[src/utf8d_pkg.sv]
`default_nettype none
package utf8d_pkg;

   localparam int unsigned ByteW = 8;
   localparam int unsigned CpW = 21;
   localparam int unsigned LenW = 3;
   localparam int unsigned SeenW = 2;
   localparam int unsigned RepW = 2;

   localparam logic [CpW-1:0] Replacement = 21'h00FFFD;
   localparam logic [1:0] ContTag = 2'b10;

   typedef struct packed {
      logic [LenW-1:0] seq_length;
      logic [SeenW-1:0] bytes_seen;
      logic [CpW-1:0] partial_code;
   } dec_state_type;

   typedef struct packed {
      logic [RepW-1:0] rep_cnt;
      logic tail_valid;
      logic tail_rep;
      logic [CpW-1:0] tail_cp;
   } burst_type;

endpackage
`default_nettype wire

[src/utf8d_decode.sv]
`default_nettype none
module utf8d_decode (
   input wire logic [utf8d_pkg::ByteW-1:0] in_byte,
   input wire utf8d_pkg::dec_state_type state,
   output utf8d_pkg::dec_state_type state_next,
   output utf8d_pkg::burst_type burst
);
   import utf8d_pkg::*;

   logic [LenW-1:0] ones;
   logic [SeenW-1:0] seen_inc;
   logic [CpW-1:0] partial_shift;
   logic [LenW-1:0] seen_done;
   dec_state_type lead_state;
   burst_type lead_burst;

   always_comb begin
      if (in_byte[7:3] == 5'b11111) begin
         ones = 3'd5;
      end else if (in_byte[7:4] == 4'b1111) begin
         ones = 3'd4;
      end else if (in_byte[7:5] == 3'b111) begin
         ones = 3'd3;
      end else if (in_byte[7:6] == 2'b11) begin
         ones = 3'd2;
      end else if (in_byte[7]) begin
         ones = 3'd1;
      end else begin
         ones = 3'd0;
      end
   end

   always_comb begin
      lead_state = '0;
      lead_burst = '0;
      case (ones)
         3'd0: begin
            lead_burst.tail_valid = 1'b1;
            lead_burst.tail_cp = {{(CpW-ByteW){1'b0}}, in_byte};
         end
         3'd2: begin
            lead_state.seq_length = ones;
            lead_state.partial_code = {{(CpW-5){1'b0}}, in_byte[4:0]};
         end
         3'd3: begin
            lead_state.seq_length = ones;
            lead_state.partial_code = {{(CpW-4){1'b0}}, in_byte[3:0]};
         end
         3'd4: begin
            lead_state.seq_length = ones;
            lead_state.partial_code = {{(CpW-3){1'b0}}, in_byte[2:0]};
         end
         default: begin
            lead_burst.tail_valid = 1'b1;
            lead_burst.tail_rep = 1'b1;
            lead_burst.tail_cp = Replacement;
         end
      endcase
   end

   assign seen_inc = state.bytes_seen + 2'd1;
   assign seen_done = {1'b0, seen_inc} + 3'd1;
   assign partial_shift = {state.partial_code[CpW-7:0], in_byte[5:0]};

   always_comb begin
      state_next = state;
      burst = '0;
      if (state.seq_length == '0) begin
         state_next = lead_state;
         burst = lead_burst;
      end else if (in_byte[7:6] == ContTag) begin
         if (seen_done >= state.seq_length) begin
            state_next = '0;
            burst.tail_valid = 1'b1;
            burst.tail_cp = partial_shift;
         end else begin
            state_next.bytes_seen = seen_inc;
            state_next.partial_code = partial_shift;
         end
      end else begin
         state_next = lead_state;
         burst = lead_burst;
         burst.rep_cnt = (state.bytes_seen >= 2'd2) ? 2'd3 : state.bytes_seen + 2'd1;
      end
   end

endmodule
`default_nettype wire

[src/utf8_stream_decoder_core.sv]
`default_nettype none
// A word is registered, decoded combinationally, and its first result is
// registered in the result stage. One word per cycle while that stage is
// free; a word that yields k results holds the result register until all k
// (at most four) are taken, and the input register stalls behind it. A word
// yielding no result waits only while the results of an earlier word drain.
// Reset: synchronous, active high; clears the decoder to idle and both stages
// to empty.
module utf8_stream_decoder_core (
   input wire logic clock,
   input wire logic reset,
   input wire logic req_valid,
   output logic req_stall,
   input wire logic [utf8d_pkg::ByteW-1:0] req_in_byte,
   output logic rsp_valid,
   input wire logic rsp_stall,
   output logic [utf8d_pkg::CpW-1:0] rsp_code_point,
   output logic rsp_replaced,
   output logic rsp_last_of_run
);
   import utf8d_pkg::*;

   logic in_valid_ff;
   logic in_valid_in;
   logic [ByteW-1:0] in_byte_ff;
   dec_state_type state_ff;
   dec_state_type state_in;
   burst_type dec_burst;
   burst_type out_ff;
   burst_type out_in;
   logic out_busy;
   logic out_last;
   logic out_free;
   logic consume;
   logic accept;

   utf8d_decode u_decode (
      .in_byte(in_byte_ff),
      .state(state_ff),
      .state_next(state_in),
      .burst(dec_burst)
   );

   assign out_busy = (out_ff.rep_cnt != '0) || out_ff.tail_valid;
   assign out_last = (out_ff.rep_cnt == '0) ||
                     ((out_ff.rep_cnt == 2'd1) && !out_ff.tail_valid);
   assign out_free = !out_busy || (out_last && !rsp_stall);
   assign consume = in_valid_ff && out_free;
   assign req_stall = in_valid_ff && !out_free;
   assign accept = req_valid && !req_stall;
   assign in_valid_in = accept || (in_valid_ff && !consume);

   assign rsp_valid = out_busy;
   assign rsp_code_point = (out_ff.rep_cnt != '0) ? Replacement : out_ff.tail_cp;
   assign rsp_replaced = (out_ff.rep_cnt != '0) ? 1'b1 : out_ff.tail_rep;
   assign rsp_last_of_run = out_last;

   always_comb begin
      out_in = out_ff;
      if (consume) begin
         out_in = dec_burst;
      end else if (out_busy && !rsp_stall) begin
         if (out_ff.rep_cnt != '0) begin
            out_in.rep_cnt = out_ff.rep_cnt - 2'd1;
         end else begin
            out_in.tail_valid = 1'b0;
         end
      end
   end

   always_ff @(posedge clock) begin
      if (accept) begin
         in_byte_ff <= req_in_byte;
      end
      out_ff.tail_rep <= out_in.tail_rep;
      out_ff.tail_cp <= out_in.tail_cp;
      if (reset) begin
         in_valid_ff <= 1'b0;
         state_ff <= '0;
         out_ff.rep_cnt <= '0;
         out_ff.tail_valid <= 1'b0;
      end else begin
         in_valid_ff <= in_valid_in;
         if (consume) begin
            state_ff <= state_in;
         end
         out_ff.rep_cnt <= out_in.rep_cnt;
         out_ff.tail_valid <= out_in.tail_valid;
      end
   end

endmodule
`default_nettype wire
[config.mk]
export PLATFORM = sky130hd
export DESIGN_NAME = utf8_stream_decoder_core
export DESIGN_NICKNAME = d
export VERILOG_FILES = /design/src/utf8d_pkg.sv /design/src/utf8d_decode.sv /design/src/utf8_stream_decoder_core.sv
export SDC_FILE = /design/constraint.sdc
export NUM_CORES = 1
export LEC_CHECK = 0
export BUFFER_PORTS_ARGS = -buffer_cell sky130_fd_sc_hd__clkbuf_2
export CAP_MARGIN = 20
export CORE_MARGIN = 2
export CORE_UTILIZATION = 45
export DETAILED_ROUTE_END_ITERATION = 8
export PLACE_DENSITY = 0.68
export SYNTH_ARGS = -nofsm -noshare
export SYNTH_HDL_FRONTEND = slang
export SYNTH_SLANG_ARGS = --single-unit
[constraint.sdc]
create_clock -name clock -period 2.4 [get_ports clock]
set_clock_uncertainty 0.15 [all_clocks]
set_input_delay 0.24 -clock clock [delete_from_list [all_inputs] [get_ports clock]]
set_output_delay 0.24 -clock clock [all_outputs]
set_load 0.005 [all_outputs]
==> flow_summary_export.csv <==
group,metric,value,unit
status,status,"complete, no violations",
setup_path,slowest_delay,340,ps
yosys,yosys.area_share.simple,17.0,%
place,dpl-instance-area,2830,um^2
setup_path,reg2reg_depth,10,
yosys,synth_seq_area_share,55.6,%
sta,period_share,95.5,%
yosys,synth_cell_types,38,
routing,num_vias,1698,
floorplanning,coreArea,5410,um^2
yosys,synth_edf_count,30,
yosys,synthFlopType,"edfxtp_1",
routing,vias_per_cell,4.92,
finish,mostFrequentLayoutCells,"clkbuf_2 (36), edfxtp_1 (30), nand2b_1 (24), dfxtp_1 (24), inv_1 (16)",
clock_network,clk_latency,300,ps
global_route,overflow,0,
clock_network,cts_buffer_depth,2,
clock_network,post_cts_buffers,0,
sta,hold_violations,0,
min_path,hp-class,"in -> reg",
routing,ant_nets,0,
yosys,yosysTopAreaCellShare,36.2,%
min_path,min_from,"req_valid",
floorplanning,ioPinCount,37,
yosys,synthMuxAreaShare,5.23,%
yosys,synthTopCellsByArea,"edfxtp_1 (36%), dfxtp_1 (19%), nand2b_1 (6.0%)",
yosys,synth_compound_area_share,13.2,%
floorplanning,die_h,78.3,um
finish,layout_commonest_cell,"clkbuf_2",
setup_path,cp.arrival,2200,ps
power,switchingPower,964,uW
clock_network,path_clk_slew,90,ps
floorplanning,row_count,27,
yosys,yosys.area.top_type,"edfxtp_1",
sta,rsz0062_at_grt,"yes",
power,seqPwrFrac,40.8,%
sta,fmax,436,MHz
clock_network,cts_max_level,2,
yosys,synth-seq-cells,54,
yosys,syn_area,2490,um^2
power,p_leak,0.00127,uW
place,gp_congestion,0.785,
yosys,yosys_warnings,0,
routing,wl_per_cell,12.6,um
sta,setup_viol,0,
clock_network,numClockSinks,54,
flow_run,drv_cap,0,
floorplanning,die_area,6140,um^2
routing,drc,0,
floorplanning,start_util,46.0,%
power,vdd_drop_max,0.539,mV
routing,drt_first_pass_iters,4,
setup_path,end_kind,"flop",
routing,dr.first_iter.drc_count,117,
setup_path,regToRegStartpoint,"state_ff[21]",
global_route,antenna_found_initial,0,
sta,slew_viol_final,0,
finish,antennaDiodeCount,0,
clock_network,cts_inserted_buffers,5,
setup_path,cp_cell_sequence,"inv_1 > ha_1 > xnor2_1 > ha_1 > a21o_1 > a31oi_4 > buf_6 > a32oi_2 > buf_4 > o21a_1",
finish,design_area,3030,um^2
finish,drive_gt1_share,24.5,%
floorplanning,dieWidth,78.3,um
yosys,synth_xor_area_share,0.705,%
routing,drt-total-wl,4350,um
yosys,synth_top_family_by_area,"simple AND/OR/NAND/NOR gates",
setup_path,startpoint,"state_ff[21]",
setup_path,worst_setup_path_start_kind,"flop",
power,powerDensity,977,nW/um^2
place,dpl.hpwl,3100,um
global_route,grt_max_degree,28,
sta,fin_crit,2290,ps
setup_path,cp.required,2310,ps
finish,fin_util,56.1,%
setup_path,crit_path_frequent_cell,"ha_1",
sta,relSlewSlack,62.4,%
global_route,grt_pass1_wl,7550,um
min_path,holdPathStages,3,
place,place.port_buffers,36,
power,p_comb_share,39.3,%
yosys,syn_inst,217,
sta,worst_slew_pin_slew,563,ps
setup_path,worstPathMaxFanout,9,
finish,syn2layout_area_growth,21.9,%
setup_path,cp_slowest_cell,"dfxtp_1",
global_route,grt_pass1_vias,1657,
clock_network,clockRootBuffer,"clkbuf_8",
finish,fin_cells,345,
place,post-place-cells,329,
clock_network,cts_tree,"yes",
power,internal_power,2000,uW
global_route,grtUsageTotal,15.5,%
power,clkPwrFrac,19.9,%
yosys,avgSynthCellArea,11.5,um^2
finish,nNetsFinal,292,
setup_path,path_class,"reg -> reg",
yosys,synthArstFlopShare,0,%
yosys,syn_nets,237,
power,swShare,32.5,%
yosys,synthAdderAreaFrac,4.03,%
sequential cells by signal, summed over array words and instances (netlist names):
register,flops
out_ff,25
state_ff,20
in_valid_ff,1
in_byte_ff,8
layer usage:
| layer | wire length (um) | vias to the layer above | GRT usage, % | part of all wire, % |
|---|---|---|---|---|
| met2 | 2100 | 41 | 26.4 | 48 |
| met4 | 39 | 0 | 4.21 | 0.90 |
| met5 | 0 | - | 0 | 0 |
| met3 | 158 | 4 | 3.10 | 3.6 |
| li1 | - | 881 | - | - |
| met1 | 2050 | 772 | 20.3 | 47 |
cells in the mapped netlist (2+ instances only):
cell	number
o41ai_1	4
nor2_1	6
a21oi_1	7
ha_1	8
xnor2_1	2
a21o_1	10
or4_1	2
nand3b_1	5
nor3_1	14
o32ai_1	2
nand2b_1	24
o21ai_0	2
o21a_1	5
edfxtp_1	30
clkbuf_1	7
buf_2	3
inv_1	16
and2_1	11
nand3_1	3
nand2_1	3
mux2i_1	13
dfxtp_1	24
worst max-delay path: cells and delay by family (launching register included):
| kind | cells | cell delay (ps) |
|---|---|---|
| adders and majority gates | 2 | 500 |
| xor gates and xnor gates | 1 | 140 |
| AOI/OAI and AO/OA | 4 | 530 |
| DFF | 1 | 340 |
| buffers and inverters | 3 | 400 |
final cells by class:
type	count	area (um^2)
clock buffer	6	72.6
clock inverter	2	37.5
fill	479	2370
inverter	17	63.8
multi-input combinational	136	1010
sequential	54	1380
tap	72	90.1
timing repair buffer	58	373
power groups by stage:
stage	combinational [uW]	clock [uW]	sequential [uW]
CTS	1170	594	1210
detailed placement	1150	0	1230
finish	1160	589	1210
floorplan	742	0	1210
global placement	1130	0	1230
global route	1300	633	1220
worst paths after layout:
check                 endpoint  slack, ps
hold / removal     in_valid_ff         30
setup reg to reg     out_ff[0]        110
setup / recovery     out_ff[0]        110
hold reg to reg   state_ff[24]        360
through the flow:
| stage | power [uW] | setup slack, ps | setup TNS [ps] | hold slack (ps) |
|---|---|---|---|---|
| 2_1_floorplan | 1950 | 16.9 | 0 | 189 |
| 3_3_place_gp | 2360 | -28.3 | -172 | 267 |
| 3_5_place_dp | 2380 | -54.7 | -376 | 269 |
| 4_1_cts | 2970 | 85.1 | 0 | 29.8 |
| 5_1_grt | 3160 | -7.73 | -18.7 | 67.0 |
| 6_report | 2960 | 108 | 0 | 33.1 |
cells by family (layout without fill, tap and decap cells):
kind of cell               count (synthesis)  count (layout)
adders and majority gates                  8               8
xor gates and xnor gates                   2               2
muxes                                     13              13
and+or+nand+nor                           71              71
DFF                                       54              54
buffers and inverters                     27              83
AOI/OAI and AO/OA                         42              42
what timing repair did:
action / in CTS / in global routing
setup endpoints to repair: 8 / 10
hold buffers: 8 / 0
cloned: 0 / 0
resized for setup: 1 / 2
endpoints found under the hold margin: 8 / 0
Power figures use the tool's default switching activity.
